**config.mk**
```make
export PLATFORM = sky130hd
export DESIGN_NAME = playfair_digraph_cipher
export DESIGN_NICKNAME = d
export VERILOG_FILES = /design/src/rtl/pfc_pkg.sv /design/src/rtl/playfair_digraph_cipher.sv
export SDC_FILE = /design/constraint.sdc
export NUM_CORES = 1
export LEC_CHECK = 0
export ABC_AREA = 1
export BUFFER_PORTS_ARGS = -buffer_cell sky130_fd_sc_hd__buf_2
export CORE_AREA = 2 2 210 212
export DETAILED_ROUTE_END_ITERATION = 10
export DIE_AREA = 0 0 212 214
export GPL_TIMING_DRIVEN = 0
export RECOVER_POWER = 100
export SKIP_CTS_REPAIR_TIMING = 1
export SYNTH_ARGS = -nofsm -noshare
export SYNTH_HDL_FRONTEND = slang
export SYNTH_SLANG_ARGS = --single-unit
```
**constraint.sdc**
```tcl
create_clock -name clk_i -period 5.9 [get_ports clk_i]
set_input_delay 0.885 -clock clk_i [delete_from_list [all_inputs] [get_ports clk_i]]
set_output_delay 0.885 -clock clk_i [all_outputs]
set_load 0.01 [all_outputs]
```
**src/rtl/pfc_pkg.sv**
```systemverilog
// Shared constants and functions for the Playfair digraph cipher.
`timescale 1ns / 1ps
`default_nettype none
package pfc_pkg;
  localparam logic [1:0] CmdKeyChar = 2'd0;
  localparam logic [1:0] CmdKeyDone = 2'd1;
  localparam logic [1:0] CmdTextChar = 2'd2;
  localparam logic [1:0] CmdEndText = 2'd3;
  localparam logic [4:0] LetterX = 5'd23;
  localparam logic [4:0] LetterI = 5'd8;
  localparam logic [4:0] LetterJ = 5'd9;
  localparam logic [4:0] NoLetter = 5'd26;
  localparam logic [5:0] NoneMark = 6'd32;
  localparam logic [4:0] SquareSize = 5'd25;

  // ASCII to letter code, J folded into I, NoLetter for anything else
  function automatic logic [4:0] letter_code(input logic [7:0] c);
    logic [7:0] v;
    v = 8'd0;
    if (c >= 8'h41 && c <= 8'h5A) v = c - 8'h41;
    else if (c >= 8'h61 && c <= 8'h7A) v = c - 8'h61;
    else v = {3'd0, NoLetter};
    if (v[4:0] == LetterJ) v = {3'd0, LetterI};
    return v[4:0];
  endfunction

  function automatic logic [2:0] add_mod5(input logic [2:0] a, input logic [2:0] s);
    logic [3:0] t;
    t = {1'b0, a} + {1'b0, s};
    if (t >= 4'd5) t = t - 4'd5;
    return t[2:0];
  endfunction

  function automatic logic [4:0] cell_of(input logic [2:0] r, input logic [2:0] c);
    logic [4:0] t;
    t = {r, 2'b00} + {2'b00, r} + {2'b00, c};
    return t;
  endfunction

  // row of a square cell, cells 0 to 24
  function automatic logic [2:0] row_of(input logic [4:0] p);
    logic [2:0] r;
    if (p >= 5'd20) r = 3'd4;
    else if (p >= 5'd15) r = 3'd3;
    else if (p >= 5'd10) r = 3'd2;
    else if (p >= 5'd5) r = 3'd1;
    else r = 3'd0;
    return r;
  endfunction

  function automatic logic [2:0] col_of(input logic [4:0] p);
    logic [4:0] t;
    t = p - cell_of(row_of(p), 3'd0);
    return t[2:0];
  endfunction
endpackage
`default_nettype wire

```
**src/rtl/playfair_digraph_cipher.sv**
```systemverilog
// Top level of the Playfair digraph cipher.
// Usage: words arrive on the input channel (cmd_i, char_in_i, valid/ready).
// Key characters build the 5x5 square. Key done fills the rest of the
// square, scanning one letter per cycle, then builds the position table,
// holding the input off meanwhile. A text letter that completes a pair
// keeps the sequencer busy: StLook1 does the two position reads, StLook2
// the two square reads (one read port on each memory) and StEmit loads up
// to two result words into the output buffer. End of text emits up to two
// words, the last flagged; padding in encrypt mode costs the same as a pair.
// Input is accepted only when the sequencer is idle and the output buffer
// is empty, so a stalled receiver holds the input off.
// Reset clears control state and the used map; square contents are
// undefined until the key is finished. The user must write decrypt_mode_i
// with decrypt_mode_we_i only while idle; the block does not enforce it.
`timescale 1ns / 1ps
`default_nettype none
module playfair_digraph_cipher
  import pfc_pkg::*;
#(
  parameter int unsigned MAX_PAIRS = 255
) (
  input  wire logic       clk_i,
  input  wire logic       rst_ni,
  input  wire logic       decrypt_mode_we_i,
  input  wire logic       decrypt_mode_i,
  input  wire logic       in_valid_i,
  output logic            in_ready_o,
  input  wire logic [1:0] cmd_i,
  input  wire logic [7:0] char_in_i,
  output logic            out_valid_o,
  input  wire logic       out_ready_i,
  output logic [7:0]      out_letter_o,
  output logic            has_letter_o,
  output logic            last_o,
  output logic            odd_length_o
);
  localparam int unsigned PW = $clog2(MAX_PAIRS + 1);

  typedef enum logic [2:0] {
    StIdle, StFill, StPos, StLook1, StLook2, StEmit
  } state_e;

  typedef struct packed {
    logic [4:0] letter;
    logic       has;
    logic       last;
    logic       odd;
  } word_t;

  state_e state_q;
  logic [4:0] sq_mem [25];
  logic [4:0] pos_mem [26];
  logic [25:0] used_q;
  logic [4:0] fill_q, scan_q;
  logic ready_q, dec_q;
  logic [4:0] pend_q; logic pend_v_q;
  logic [4:0] h0_q, h1_q; logic held_q;
  logic [5:0] bef_q;
  logic [PW-1:0] pairs_q;
  logic [4:0] a_q, b_q, pa_q, pb_q, o1_q;
  logic end_q;
  word_t buf_q [2];
  logic [1:0] cnt_q;
  logic head_q;
  logic [4:0] sq_rd_q, pos_rd_q;

  logic acc, out_acc;
  logic [4:0] v;
  assign v = letter_code(char_in_i);
  assign in_ready_o = (state_q == StIdle) && (cnt_q == 2'd0);
  assign acc = in_valid_i && in_ready_o;
  assign out_valid_o = cnt_q != 2'd0;
  assign out_acc = out_valid_o && out_ready_i;
  assign out_letter_o = buf_q[head_q].has ? 8'h41 + {3'd0, buf_q[head_q].letter} : 8'd0;
  assign has_letter_o = buf_q[head_q].has;
  assign last_o = buf_q[head_q].last;
  assign odd_length_o = buf_q[head_q].odd;

  // cipher geometry from the two positions
  logic [2:0] ra, ca, rb, cb, st;
  logic [4:0] c1, c2;
  always_comb begin
    ra = row_of(pa_q); ca = col_of(pa_q);
    rb = row_of(pb_q); cb = col_of(pb_q);
    st = dec_q ? 3'd4 : 3'd1;
    if (ra == rb) begin
      c1 = cell_of(ra, add_mod5(ca, st));
      c2 = cell_of(rb, add_mod5(cb, st));
    end else if (ca == cb) begin
      c1 = cell_of(add_mod5(ra, st), ca);
      c2 = cell_of(add_mod5(rb, st), cb);
    end else begin
      c1 = cell_of(ra, cb);
      c2 = cell_of(rb, ca);
    end
  end

  // memories: square and positions, one write and one registered read each
  logic sq_we, pos_we;
  logic [4:0] sq_wa, sq_wd, sq_ra, pos_wa, pos_wd, pos_ra;
  always_ff @(posedge clk_i) begin
    if (sq_we) sq_mem[sq_wa] <= sq_wd;
    sq_rd_q <= sq_mem[sq_ra];
    if (pos_we) pos_mem[pos_wa] <= pos_wd;
    pos_rd_q <= pos_mem[pos_ra];
  end

  // the first lookup cycle reads pos[a]; b position is read in StLook1
  logic [1:0] ph_q;
  logic fill_add;
  logic [4:0] scan_l;
  always_comb begin
    scan_l = scan_q;
    fill_add = (state_q == StFill) && (scan_q != LetterJ) && !used_q[scan_q]
               && (fill_q < SquareSize);
    sq_we = 1'b0; sq_wa = fill_q; sq_wd = scan_l;
    pos_we = 1'b0; pos_wa = sq_rd_q; pos_wd = scan_q;
    sq_ra = scan_q; pos_ra = a_q;
    if (acc && cmd_i == CmdKeyChar && v != NoLetter) begin
      sq_we = (ready_q || !used_q[v]) && (ready_q || fill_q < SquareSize);
      sq_wa = ready_q ? 5'd0 : fill_q; sq_wd = v;
    end else if (fill_add) begin
      sq_we = 1'b1;
    end
    if (state_q == StPos && ph_q != 2'd0) begin
      pos_we = 1'b1; pos_wa = sq_rd_q; pos_wd = scan_q - 5'd1;
    end
    if (state_q == StLook1) pos_ra = (ph_q == 2'd0) ? a_q : b_q;
    if (state_q == StLook2) sq_ra = (ph_q == 2'd0) ? c1 : c2;
  end

  // pushes into output buffer
  function automatic word_t mk(input logic [4:0] l, input logic h);
    word_t w;
    w.letter = l; w.has = h; w.last = 1'b0; w.odd = 1'b0;
    return w;
  endfunction

  word_t e_w0, e_w1;
  logic [1:0] e_n;
  always_comb begin
    e_w0 = mk(5'd0, 1'b0); e_w1 = mk(5'd0, 1'b0); e_n = 2'd0;
    if (held_q) begin
      if (h1_q == LetterX) begin
        e_w0 = mk(h0_q, 1'b1); e_n = 2'd1;
      end else if (h0_q == LetterX && bef_q == {1'b0, h1_q}) begin
        e_w0 = mk(h1_q, 1'b1); e_n = 2'd1;
      end else begin
        e_w0 = mk(h0_q, 1'b1); e_w1 = mk(h1_q, 1'b1); e_n = 2'd2;
      end
    end
    if (e_n == 2'd0) e_n = 2'd1;
    if (e_n == 2'd1) begin
      e_w0.last = 1'b1; e_w0.odd = dec_q & pend_v_q;
    end else begin
      e_w1.last = 1'b1; e_w1.odd = dec_q & pend_v_q;
    end
  end

  always_ff @(posedge clk_i or negedge rst_ni) begin
    if (!rst_ni) begin
      state_q <= StIdle; used_q <= '0; fill_q <= '0; scan_q <= '0;
      ready_q <= 1'b0; dec_q <= 1'b0; pend_q <= '0; pend_v_q <= 1'b0;
      h0_q <= '0; h1_q <= '0; held_q <= 1'b0; bef_q <= NoneMark;
      pairs_q <= '0; cnt_q <= '0; head_q <= 1'b0; ph_q <= '0;
      a_q <= '0; b_q <= '0; pa_q <= '0; pb_q <= '0; o1_q <= '0; end_q <= 1'b0;
      buf_q[0] <= '0; buf_q[1] <= '0;
    end else begin
      if (out_acc) begin
        head_q <= ~head_q; cnt_q <= cnt_q - 2'd1;
      end
      if (decrypt_mode_we_i) begin
        dec_q <= decrypt_mode_i;
        pend_v_q <= 1'b0; held_q <= 1'b0; bef_q <= NoneMark; pairs_q <= '0;
      end
      unique case (state_q)
        StIdle: begin
          if (acc) begin
            unique case (cmd_i)
              CmdKeyChar: begin
                if (v != NoLetter) begin
                  if (ready_q) begin
                    ready_q <= 1'b0; used_q <= 26'd1 << v; fill_q <= 5'd1;
                    pend_v_q <= 1'b0; held_q <= 1'b0; bef_q <= NoneMark;
                    pairs_q <= '0;
                  end else if (!used_q[v]) begin
                    used_q[v] <= 1'b1;
                    if (fill_q < SquareSize) fill_q <= fill_q + 5'd1;
                  end
                end
              end
              CmdKeyDone: begin
                scan_q <= '0;
                state_q <= ready_q ? StIdle : StFill;
              end
              CmdTextChar: begin
                if (v != NoLetter && ready_q && 32'(pairs_q) < MAX_PAIRS) begin
                  if (!pend_v_q) begin
                    pend_q <= v; pend_v_q <= 1'b1;
                  end else begin
                    a_q <= pend_q; end_q <= 1'b0;
                    if (!dec_q && pend_q == v) begin
                      b_q <= LetterX;
                    end else begin
                      b_q <= v; pend_v_q <= 1'b0;
                    end
                    if (!dec_q && pend_q == v) pend_q <= v;
                    pairs_q <= pairs_q + PW'(1);
                    ph_q <= '0; state_q <= StLook1;
                  end
                end
              end
              CmdEndText: begin
                if (!dec_q && pend_v_q && 32'(pairs_q) < MAX_PAIRS) begin
                  a_q <= pend_q; b_q <= LetterX; end_q <= 1'b1;
                  ph_q <= '0; state_q <= StLook1;
                end else begin
                  buf_q[0] <= e_w0; buf_q[1] <= e_w1;
                  head_q <= 1'b0; cnt_q <= e_n;
                  pend_v_q <= 1'b0; held_q <= 1'b0; bef_q <= NoneMark; pairs_q <= '0;
                end
              end
              default: ;
            endcase
          end
        end
        StFill: begin
          if (fill_add) begin
            used_q[scan_q] <= 1'b1; fill_q <= fill_q + 5'd1;
          end
          if (scan_q == 5'd25) begin
            scan_q <= '0; ph_q <= '0; state_q <= StPos;
          end else scan_q <= scan_q + 5'd1;
        end
        StPos: begin
          // sq_ra = scan_q; pos is written in the next cycle from the registered read
          ph_q <= 2'd1;
          if (ph_q != 2'd0 && scan_q == SquareSize) begin
            state_q <= StIdle; ready_q <= 1'b1;
          end else scan_q <= scan_q + 5'd1;
        end
        StLook1: begin
          ph_q <= ph_q + 2'd1;
          if (ph_q == 2'd1) pa_q <= pos_rd_q;
          if (ph_q == 2'd2) begin
            pb_q <= pos_rd_q; ph_q <= '0; state_q <= StLook2;
          end
        end
        StLook2: begin
          ph_q <= ph_q + 2'd1;
          if (ph_q == 2'd1) o1_q <= sq_rd_q;
          if (ph_q == 2'd2) state_q <= StEmit;
        end
        StEmit: begin
          state_q <= StIdle; head_q <= 1'b0;
          if (!dec_q) begin
            buf_q[0] <= mk(o1_q, 1'b1);
            buf_q[1] <= '{letter: sq_rd_q, has: 1'b1, last: end_q, odd: 1'b0};
            cnt_q <= 2'd2;
            if (end_q) begin
              pend_v_q <= 1'b0; held_q <= 1'b0; bef_q <= NoneMark; pairs_q <= '0;
            end
          end else begin
            if (held_q) begin
              if (!(h0_q == LetterX && bef_q == {1'b0, h1_q})) begin
                buf_q[0] <= mk(h0_q, 1'b1);
                buf_q[1] <= mk(h1_q, 1'b1);
                cnt_q <= (h1_q == LetterX && h0_q == o1_q) ? 2'd1 : 2'd2;
              end else begin
                buf_q[0] <= mk(h1_q, 1'b1);
                cnt_q <= (h1_q == LetterX && h0_q == o1_q) ? 2'd0 : 2'd1;
              end
              bef_q <= {1'b0, h1_q};
            end
            h0_q <= o1_q; h1_q <= sq_rd_q; held_q <= 1'b1;
          end
        end
        default: state_q <= StIdle;
      endcase
    end
  end

  assert property (@(posedge clk_i) disable iff (!rst_ni)
    cnt_q <= 2'd2) else $error("output buffer overflow");
  assert property (@(posedge clk_i) disable iff (!rst_ni)
    acc |-> cnt_q == 2'd0) else $error("accept with results pending");
  assert property (@(posedge clk_i) disable iff (!rst_ni)
    (state_q == StFill) |-> !ready_q) else $error("fill while square ready");
endmodule
`default_nettype wire
```
# Word level (Yosys, flattened, before mapping)
# Memories as Yosys holds them, arrays and structs flattened. A register that Yosys moved wholly into a read port is not among the register bits.
# Index checks and enable logic that the tools add are counted.
# W data, S select, Z words.
dict set report totals {
  ff_bits 119
  latchBits 0
  ramBits 255
  romBits 0
  out_inout_bits 13
  n_memories 2
}
# name depth width read_ports rd_clocked_by_memory_dff write_ports line
set memory_table {}
lappend memory_table {pos_mem 26 5 1 1 1 playfair_digraph_cipher.sv:52} ;# logic [4:0] pos_mem [26];
lappend memory_table {sq_mem 25 5 1 1 1 playfair_digraph_cipher.sv:51} ;# logic [4:0] sq_mem [25];
dict set report classes {
  n_addsub 29
  multipliers 0
  n_div 0
  magnitude_cmp 23
  n_eq_ne 47
  shift 1
  muxes 188
  bitwise 5
  reduce_logical 54
}
# operator count
set ops {}
lappend ops {{$mux W5} 35}
lappend ops {{$mux W8} 20}
lappend ops {{$mux W26} 6}
lappend ops {{$mux W16} 5}
lappend ops {{$mux W3} 21}
lappend ops {{$or A26 B26 Y26} 2}
lappend ops {{$pmux W26 S2} 1}
lappend ops {{$add A5 B3 Y5} 10}
lappend ops {{$mux W2} 24}
lappend ops {{$mux W6} 8}
lappend ops {{$mux W1} 43}
lappend ops {{$pmux W16 S2} 1}
lappend ops {{$pmux W5 S2} 3}
lappend ops {{$shl A1 B5 Y26 const A} 1}
lappend ops {{$pmux W6 S2} 2}
lappend ops {{$pmux W8 S3} 1}
lappend ops {{$logic_and A1 B1 Y1} 22}
lappend ops {{$ge A5 B4 Y1 const B} 4}
lappend ops {{$ne A2 B1 Y1 const B} 9}
lappend ops {{$ne A3 B3 Y1 const B} 6}
lappend ops {{$reduce_and A6 Y1} 3}
lappend ops {{$add A3 B3 Y4} 4}
lappend ops {{$ge A4 B3 Y1 const B} 4}
lappend ops {{$ge A8 B7 Y1 const B} 2}
lappend ops {{57 further kinds} 110}

# Logic depth before layout (Yosys ltp)
# Gate-level depths: netlist (run 1).
dict set report logic_depth {
  word_depth 17
  depth_mapped 34
  depth_no_buf 34
}

# Worst setup path before layout (run 1)
# OpenSTA, ideal clock, no wires.
dict set report synth_path {
  kind {register to register}
  from {reg pa_q[1]}
  to {reg sq_rd_q[0], in the netlist pos_wa[0], read port of sq_mem}
  setup_time_ns 0.113
  arrival_ns 4.668
  required_ns 5.787
  setup_slack_ns 1.119
  stages_incl_launch_ff 31
  path_buffers 1
  synth_period_minus_slack_ns 4.781
  path_cell_list {dfrtp_1 a21oi_1 nand3_1 nand2_1 nand2_1 inv_1 ha_1 inv_1 fa_1 xor2_1 inv_1 nand3_1 nand2_1 ha_1 xnor2_1 nor2_1 a311o_1 xor2_1 ha_1 fa_1 o21ai_0 o22ai_1 o211ai_1 o21ai_2 inv_2 buf_2 nand3_1 nand3_1 nand2_1 nand2_1 nand2_1}
}
dict set report synth_via {
  elab_chain_len 16
}
# item line
set synth_rtl {}
lappend synth_rtl {{start, declared} playfair_digraph_cipher.sv:60} ;# logic [4:0] a_q, b_q, pa_q, pb_q, o1_q;
lappend synth_rtl {{start signal, assigned} playfair_digraph_cipher.sv:244} ;# if (ph_q == 2'd1) pa_q <= pos_rd_q;
lappend synth_rtl {{branches (longest 14 deep; another with $ge A5 B3 Y1)} --}
lappend synth_rtl {{$mux W5 (*) (2 in a row)} playfair_digraph_cipher.sv:129} ;# if (state_q == StLook2) sq_ra = (ph_q == 2'd0) ? c1 : c2;
lappend synth_rtl {{end, declared} playfair_digraph_cipher.sv:65} ;# logic [4:0] sq_rd_q, pos_rd_q;
# Mark *: on every way between the ends. The select of a mux whose other input is x is not followed.
# A chain may end at the register's enable or synchronous reset.

# Final worst setup path (run 1)
dict set report layout_path {
  from {reg pb_q[3]}
  to {reg sq_rd_q[3], in the netlist pos_wa[3], read port of sq_mem}
}
dict set report layout_via {
  elab_chain_len 16
}
# item line
set layout_rtl {}
lappend layout_rtl {{start, declared} playfair_digraph_cipher.sv:60}
lappend layout_rtl {{start signal, assigned} playfair_digraph_cipher.sv:166} ;# a_q <= '0; b_q <= '0; pa_q <= '0; pb_q <= '0; o1_q <= '0; end_q <= 1'b0;
lappend layout_rtl {{start signal, assigned} playfair_digraph_cipher.sv:246} ;# pb_q <= pos_rd_q; ph_q <= '0; state_q <= StLook2;
lappend layout_rtl {{$ge A5 B3 Y1} pfc_pkg.sv:46} ;# else if (p >= 5'd5) r = 3'd1;
lappend layout_rtl {{$mux W1} pfc_pkg.sv:46}
lappend layout_rtl {{$mux W2} pfc_pkg.sv:45} ;# else if (p >= 5'd10) r = 3'd2;
lappend layout_rtl {{$mux W2} pfc_pkg.sv:44} ;# else if (p >= 5'd15) r = 3'd3;
lappend layout_rtl {{$mux W3 (*)} pfc_pkg.sv:43} ;# if (p >= 5'd20) r = 3'd4;
lappend layout_rtl {{branches (longest 9 deep; another with $add A5 B3 Y5)} --}
lappend layout_rtl {{$mux W5 (*) (2 in a row)} playfair_digraph_cipher.sv:129}
# Marked as above.

==> results.json, run 1 <==
{
  "path_clk_slew_ns": 0.06,
  "final_cell_area_um2": 23400,
  "skew_ns": 0.0140,
  "ios": 29,
  "ys_seq_area_share_pct": 51.1,
  "period_share_pct": 93.5,
  "r2r-start": "pb_q[3]",
  "drive_above_1_share_pct": 6.00,
  "postRouteAntennaNets": 0,
  "grt_pass1_wl_um": 95300,
  "cts-root-buf": "clkbuf_16",
  "cp_num_buf_inv": 5,
  "seq_area_um2": 10800,
  "cpLargestDelayFamily": "simple AND/OR/NAND/NOR gates",
  "synth-main-ff-cell": "edfxtp_1",
  "initial_core_util_pct": 49.5,
  "synth_top_area_share_pct": 36.1,
  "p_total_mw": 14.9,
  "r2r_cells": 33,
  "wl_um": 60800,
  "placed_area_um2": 22300,
  "period_needed_ns": 5.52,
  "antenna_found_initial": 0,
  "numCtsBuffers": 42,
  "yosys.area.top_type": "edfxtp_1",
  "hp-class": "reg -> reg",
  "cp_slowest_stage_delay_ns": 0.48,
  "fin_util_pct": 54.6,
  "synth_cells": 2433,
  "grt_pass1_vias": 17400,
  "worstSkewPairLatency_ns": 0.58,
  "synth_nets": 2524,
  "power_density_nw_per_um2": 635,
  "cp-startpoint": "pb_q[3]",
  "fmax_ghz": 0.181,
  "htree_levels": 2,
  "dp_hpwl_um": 44300,
  "drc_errors": 0,
  "fp.dieW_um": 212,
  "grtUsageTotal_pct": 27.1,
  "synth_area_leaders": "edfxtp_1, dfrtp_1, nand2_1",
  "place.port_buffers": 27,
  "fill_cells": 4058,
  "synth_area_um2": 21200,
  "final_nets": 2608,
  "synth_edf_count": 255,
  "setup-violations-final": 0,
  "synth.distinct_cells": 59,
  "diodes": 0,
  "grt_max_degree": 93,
  "fp.coreArea_um2": 42900,
  "fin_tns_setup_ns": 0,
  "drt_iter0_markers": 1508,
  "post_drt_wl_per_cell_um": 19.4,
  "dp.cells": 3056,
  "layoutNonFillerInstCount": 3135,
  "async_flop_share_pct": 31.0,
  "cts_tree": "yes",
  "multi_input_area_um2": 8580,
  "critPathKind": "reg -> reg",
  "cp.depth": 33,
  "rsz0062_at_grt": "false",
  "grt-ovfl-total": 0,
  "num_vias": 17500,
  "cp-end-kind": "register",
  "hold_path_depth": 2,
  "ir_drop_mv": 0.437,
  "finalMaxSlewViolations": 173,
  "relSlewSlack_pct": -62.3,
  "worstHoldStart": "buf_q[3]",
  "die_y_um": 214,
  "cts.sinks": 384,
  "violations": "max-capacitance violations, max-slew violations",
  "path_common_cell": "nand2_1",
  "status": "complete, but fails checks",
  "worstPathArrival_ns": 6.03,
  "worstPathMaxFanout": 10,
  "finalHoldViolations": 0,
  "synth_most_common_cell": "nand2_1",
  "leakagePower_nw": 9.87,
  "via_per_inst": 5.59,
  "syn_to_final_growth_pct": 10.4,
  "first_pass_iters": 6,
  "ys_seq_elements": 384,
  "worst_pin_slew_ns": 2.43,
  "yosys-top-cells-count": "nand2_1, inv_1, edfxtp_1",
  "startpoint_type": "register",
  "drv_cap": 7,
  "row_count": 76,
  "cts_buffer_depth": 3,
  "synth_warnings": 0,
  "globalplace.congestion": 0.969,
  "dieArea_um2": 45400,
  "synth_area_per_cell_um2": 8.72,
  "cp_slowest_cell": "fa_1",
  "required_ns": 6.42
}
metrics by stage:
| stage | setup slack, ns | hold WS [ns] |
|---|---|---|
| floorplan | 1.12 | 0.442 |
| global placement | -0.505 | 0.455 |
| detailed placement | -0.0565 | 0.460 |
| CTS | -0.107 | 0.167 |
| global route | 0.00918 | 0.502 |
| finish | 0.383 | 0.471 |
cell type report:
type / instances / area share, %
Inverter: 352 / 5.67
Clock buffer: 57 / 4.94
Multi-Input combinational cell: 1601 / 36.6
Timing Repair Buffer: 40 / 0.753
Tap cell: 585 / 3.12
Buffer: 96 / 2.03
Sequential cell: 384 / 46.3
Clock inverter: 20 / 0.582
power breakdown:
group	switching [mW]	total, mW	internal (mW)	leakage [nW]
clock	1.08	2.50	1.42	0.639
combinational	5.70	8.52	2.81	5.24
sequential	0.308	3.85	3.54	4.00
total	7.09	14.9	7.78	9.87
tightest hold or removal path, delay by kind of cell (launching register included):
family           cells  cell delay [ns]
DFF                  1             0.34
and+or+nand+nor      2             0.11
metal layers:
layer	wire, µm	global-route usage [%]	part of all wire, %	vias to the layer above
li1	-	-	-	8446
met5	0	0	0	-
met2	28500	43.8	47	626
met1	26200	36.8	43	8331
met4	2050	10.3	3.4	0
met3	4020	3.97	6.6	137
path summary, 6_finish.rpt:
path                                  end  slack (ns)
max in group asynchronous         pa_q[2]        1.94
min in group asynchronous       used_q[7]        0.68
worst min-delay path             buf_q[3]        0.47
worst max-delay path            pos_wa[3]        0.38
worst max register to register  pos_wa[3]        0.38
worst min register to register   buf_q[3]        0.47
flip-flops by register name, indices dropped and copies added (netlist names), 6 cells and up:
register	flops
pos_mem	130
sq_mem	125
used_q	26
buf_q	16
pairs_q	8
bef_q	6
cells by family (layout without fill, tap and decap cells):
family / after synthesis / count (layout) / share of synthesized area, %
muxes: 5 / 5 / 0.236
other: 1 / 1 / 0.0177
adders and majority gates: 75 / 75 / 4.78
buffers and inverters: 448 / 565 / 8.42
DFF: 384 / 384 / 51.1
and+or+nand+nor: 1037 / 1037 / 21.5
AOI/OAI and AO/OA: 442 / 442 / 12.3
xor gates and xnor gates: 41 / 41 / 1.69
placed cells by master, fill, tap and decap left out, types with 7 or more instances in the layout:
cell / instances
a21oi_1: 53
clkinv_2: 7
nand3b_1: 22
nand3_1: 245
xnor2_1: 12
inv_2: 9
xor2_1: 27
o211ai_1: 16
nor2_1: 232
ha_1: 65
dfxtp_1: 10
nand4_1: 38
o221ai_1: 26
nand2_1: 453
o21ai_1: 7
clkbuf_1: 96
clkbuf_16: 43
buf_4: 11
dfrtp_1: 114
o21ai_0: 223
a221oi_1: 11
clkinv_1: 16
nand2_2: 8
inv_1: 334
fa_1: 10
buf_6: 7
edfxtp_1: 255
buf_2: 25
o22ai_1: 33
nor3_1: 15
a31oi_1: 35
Note: power is estimated with default switching activity, not from simulation.
==> inputs of run 2 (changes only) <==
ABC_AREA = not set   (was 1)
CORE_AREA = 2 2 204 206   (was 2 2 210 212)
DIE_AREA = 0 0 206 208   (was 0 0 212 214)
==> run 2 against run 1 <==
Compared with the run above: the flow finishes with violations (max-capacitance violations, max-slew violations, negative setup slack); sequential cell count did not move; global-route usage decreased by 3.2 points; sequential share of layout area increased by 1.3 points; non-clock buffer count grew 8.
==> results.json, run 2 <==
{
  "period_share_pct": 101,
  "synth.distinct_cells": 84,
  "critPathKind": "reg -> reg",
  "grtUsageTotal_pct": 23.9,
  "synth_cells": 1679,
  "top_register": "pos_mem",
  "layout_setup_ws_ns": -0.0489,
  "first_pass_iters": 5,
  "ios": 29,
  "globalplace.congestion": 0.930,
  "rsz0062_at_grt": "true",
  "cts_tree": "yes",
  "worstSkewPairLatency_ns": 0.56,
  "fmax_ghz": 0.168,
  "htree_levels": 2,
  "grt_pass1_vias": 13600,
  "final_nets": 1875,
  "yosys.area.top_type": "edfxtp_1",
  "reg.largest.list": "pos_mem x130, sq_mem x125, used_q x26",
  "worst_pin_slew_ns": 2.27,
  "row_count": 74,
  "r2r-start": "pb_q[4]",
  "synth_edf_count": 255,
  "dieArea_um2": 42800,
  "async_flop_share_pct": 31.0,
  "cts_buffer_depth": 3,
  "via_per_inst": 5.99,
  "die_y_um": 208,
  "synth_nets": 1770,
  "fin_tns_setup_ns": -0.0932,
  "initial_core_util_pct": 49.4,
  "fp.coreArea_um2": 40600,
  "required_ns": 6.35,
  "finalMaxSlewViolations": 122,
  "hold_path_depth": 2,
  "grt_pass1_wl_um": 78800,
  "place.port_buffers": 26,
  "diodes": 0,
  "worstHoldStart": "buf_q[0]",
  "post_drt_wl_per_cell_um": 21.7,
  "largest_reg_flops": 130,
  "grt_max_degree": 91,
  "skew_ns": 0.00894,
  "worstPathArrival_ns": 6.40,
  "syn_to_final_growth_pct": 13.7,
  "cts-root-buf": "clkbuf_16",
  "layout_commonest_cell": "edfxtp_1",
  "drive_above_1_share_pct": 16.4,
  "status": "complete, but fails checks",
  "synth_warnings": 0,
  "finalHoldViolations": 0,
  "pre_cts_ws_ns": -1.16,
  "hp-class": "reg -> reg",
  "numCtsBuffers": 41,
  "synth_area_per_cell_um2": 11.9,
  "startpoint_type": "register",
  "setup-violations-final": 2,
  "drt_iter0_markers": 1174,
  "holdPathEnd": "buf_q[0]",
  "period_needed_ns": 5.95,
  "ys_seq_elements": 384,
  "synth_most_common_cell": "edfxtp_1",
  "relSlewSlack_pct": -51.2,
  "ys_seq_area_share_pct": 54.1,
  "violations": "max-capacitance violations, max-slew violations, negative setup slack",
  "antenna_found_initial": 0,
  "dp_hpwl_um": 35800,
  "synth-main-ff-cell": "edfxtp_1",
  "timing.hold.ws_ns": 0.483,
  "fp.dieW_um": 206,
  "path_clk_slew_ns": 0.06,
  "drc_errors": 0,
  "num_vias": 14100,
  "postRouteAntennaNets": 0,
  "cts.sinks": 384,
  "rrSetupSlack_ns": -0.05,
  "worstPathMaxFanout": 9,
  "timing.rr.end": "pos_wa[3]",
  "cp-end-kind": "register",
  "yosys-top-cells-count": "edfxtp_1, nand2_1, nor2_1",
  "drv_cap": 2,
  "synth_area_leaders": "edfxtp_1, dfrtp_1, mux4_2",
  "r2r_cells": 25,
  "wl_um": 51100,
  "grt-ovfl-total": 0,
  "synth_area_um2": 20000,
  "final_cell_mix": "edfxtp_1, nand2_1, nor2_1",
  "synth_top_area_share_pct": 38.2
}
run 2: changes by cell type after synthesis, sizes merged, moves of 22 or more:
cell and change:
nand4 -31, inv -280, a21oi +29, mux2i +57, nand2 -294, nand3 -216
o22ai -26, mux2 +59, mux4 +49, and3 +22, nor2 -109, o21ai -149
run 2: layer usage:
layer / routed length (µm) / global-route usage [%] / up-vias
met1: 22200 / 33.7 / 6984
met2: 24200 / 38.0 / 487
met5: 0 / 0 / -
met3: 3550 / 4.76 / 87
met4: 1110 / 5.69 / 0
li1: - / - / 6496
run 2: cells by family (layout without fill, tap and decap cells):
family | count (synthesis) | after routing | synth area share (%)
compound gates | 358 | 358 | 11.9
xor+xnor | 54 | 54 | 2.36
fa+ha+maj | 76 | 76 | 5.11
buf+inv | 148 | 284 | 2.97
flops | 384 | 384 | 54.1
mux | 170 | 170 | 12.0
other cells | 1 | 1 | 0.0187
simple gates | 488 | 489 | 11.6
run 2: final cells by class:
cell class	count	area, µm²
timing repair buffer	61	390
clock buffer	55	1140
sequential	384	10800
clock inverter	20	219
tap	532	666
inverter	65	251
multi-input combinational	1148	8890
buffer	83	377
fill	3408	17800
run 2: critical path, cell delays in order, from the launching register on:
cell and delay (ns):
dfrtp_1 0.36, buf_2 0.18, a31oi_2 0.22, o21ai_4 0.10, nor2b_4 0.14, ha_1 0.19
fa_1 0.40, a21o_1 0.18, and2_4 0.18, inv_1 0.08, ha_1 0.27, xor2_2 0.18
a21boi_2 0.17, a311oi_2 0.18, buf_4 0.17, mux2_4 0.31, fa_1 0.47, mux2_4 0.28
nand2_1 0.07, o22ai_1 0.08, a21o_1 0.24, buf_12 0.15, mux4_2 0.45, or3b_1 0.39
o211a_1 0.12, a32o_2 0.25
run 2: how the worst max path moves through the flow:
stage	from	to	slack, ns
4_1_cts	pb_q[1]	pos_wa[2]	-1.18
5_1_grt	pb_q[4]	pos_wa[3]	-0.25
6_report	pb_q[4]	pos_wa[3]	-0.05
2_1_floorplan	pa_q[1]	pos_wa[3]	0.05
3_3_place_gp	pb_q[1]	pos_wa[2]	-1.08
3_5_place_dp	pa_q[4]	pos_wa[2]	-1.16
run 2: stage by stage:
stage	instances	instance area [µm²]	utilization, %
finish	2348	22800	56.2
detailed placement	2248	21100	51.9
floorplan	1679	20000	-
global route	2348	22800	56.2
global placement	2237	20800	51.3
CTS	2323	22400	55.3
Power of run 2 is not shown: default switching activity piles up to over one toggle a cycle in this logic, so the estimate is an artifact.
==> inputs of run 3 (changes only) <==
CORE_AREA = 2 2 193 195   (was 2 2 204 206)
DIE_AREA = 0 0 195 197   (was 0 0 206 208)
PLACE_DENSITY = 0.71   (was not set)
==> run 3 against run 2 <==
Compared with the run above: fmax down 0.68%; count of clock-buffer cells in the layout shrank 2; cell count down 2.5%; non-clock buffer count grew 5; the run still ends with max-capacitance violations, max-slew violations, negative setup slack left; setup slack worse by 0.041 ns; clock skew is 0.017 ns higher; critical endpoint is now pos_wa[1]; global-route usage increased by 1.8 points; wire length decreased by 2.4%; first-iteration DRC count up 9.7%; utilization grew 6.7 points; sequential share of layout area is essentially flat; via count up 1.1%; critical path type unchanged.
==> results.json, run 3 (synthesized netlist as in run 2, its figures left out) <==
{
  "relSlewSlack_pct": -62.0,
  "diodes": 0,
  "critPathKind": "reg -> reg",
  "worstSkewPairLatency_ns": 0.58,
  "status": "complete, but fails checks",
  "worstPathArrival_ns": 6.44,
  "initial_core_util_pct": 55.2,
  "grtUsageTotal_pct": 25.7,
  "rsz0062_at_grt": "true",
  "layout_setup_ws_ns": -0.0897,
  "setup-violations-final": 3,
  "r2r_cells": 26,
  "fp.coreArea_um2": 36300,
  "die_y_um": 197,
  "dp_hpwl_um": 34700,
  "syn_to_final_growth_pct": 13.7,
  "reg.largest.list": "pos_mem x130, sq_mem x125, used_q x26",
  "period_share_pct": 102,
  "antenna_found_initial": 0,
  "cp-startpoint": "pa_q[0]",
  "finalMaxSlewViolations": 97,
  "path_clk_slew_ns": 0.06,
  "required_ns": 6.35,
  "row_count": 70,
  "cp-end-kind": "register",
  "period_needed_ns": 5.99,
  "finalHoldViolations": 0,
  "numCtsBuffers": 42,
  "final_nets": 1880,
  "wl_um": 49800,
  "violations": "max-capacitance violations, max-slew violations, negative setup slack",
  "place.port_buffers": 26,
  "startpoint_type": "register",
  "first_pass_iters": 6,
  "worstHoldStart": "buf_q[4]",
  "largest_reg_flops": 130,
  "via_per_inst": 6.21,
  "postRouteAntennaNets": 0,
  "htree_levels": 2,
  "grt_pass1_vias": 13700,
  "drive_above_1_share_pct": 17.1,
  "num_vias": 14200,
  "rrSetupSlack_ns": -0.09,
  "drv_cap": 1,
  "globalplace.congestion": 0.964,
  "fmax_ghz": 0.167,
  "hold_path_depth": 2,
  "placed_area_um2": 20900,
  "skew_ns": 0.0262,
  "fp.dieW_um": 195,
  "dieArea_um2": 38400,
  "drt_iter0_markers": 1288,
  "top_register": "pos_mem",
  "r2r-start": "pa_q[0]",
  "grt_pass1_wl_um": 76600,
  "hp-class": "reg -> reg",
  "ios": 29,
  "grt-ovfl-total": 0,
  "post_drt_wl_per_cell_um": 21.8,
  "cts.sinks": 384,
  "worstPathMaxFanout": 5,
  "final_cell_mix": "edfxtp_1, nand2_1, nor2_1",
  "drc_errors": 0,
  "cts_tree": "yes",
  "cts_buffer_depth": 3,
  "cts-root-buf": "clkbuf_16",
  "layout_commonest_cell": "edfxtp_1",
  "pre_cts_ws_ns": -1.32,
  "worst_pin_slew_ns": 2.43,
  "final_cell_area_um2": 22800,
  "grt_max_degree": 97
}
[run 3: per-layer routing]
layer / part of all wire [%] / track usage, %
met1: 44 / 36.3
met2: 47 / 41.0
met3: 6.9 / 3.71
met4: 2.8 / 9.41
met5: 0 / 0
[run 3: worst max-delay path, cell delays in order (launching register included)]
cell and delay [ns]:
dfrtp_2 0.43, nor2_2 0.11, o21ai_1 0.07, a221o_2 0.39, and2_4 0.19, ha_4 0.15, inv_2 0.05, fa_2 0.48
ha_4 0.31, inv_4 0.04, ha_4 0.15, nor2b_4 0.13, nor3b_2 0.06, a211oi_2 0.35, xnor2_1 0.18, ha_2 0.23
fa_1 0.47, mux2_4 0.29, nand2_2 0.07, o22ai_2 0.07, a21o_4 0.24, buf_8 0.14, buf_4 0.13, mux4_2 0.45
or3b_1 0.38, o2111ai_1 0.14, a21oi_2 0.12
[run 3: final timing paths]
kind	to
max in group asynchronous	dec_q
max	pos_wa[1]
min reg2reg	buf_q[4]
min	buf_q[4]
min in group asynchronous	buf_q[7]
max reg2reg	pos_wa[1]
[run 3: metrics by stage]
step	cells	utilization [%]	hold slack [ns]	TNS, ns
final	2290	62.8	0.484	-0.244
after global routing	2290	62.8	0.505	-7.12
after CTS	2260	61.5	0.151	-6.46
after detailed placement	2183	57.8	0.468	-31.33
after global placement	2173	57.2	0.459	-51.60
after floorplan	1679	-	0.444	0
[run 3: cell type report]
cell class / count / area [µm²]
clock buffer: 53 / 1110
fill: 2802 / 13500
multi-input combinational: 1147 / 8950
timing repair buffer: 68 / 420
buffer: 81 / 372
tap: 468 / 586
inverter: 65 / 248
clock inverter: 24 / 248
sequential: 384 / 10800
Power of run 3 is left out for the same reason.
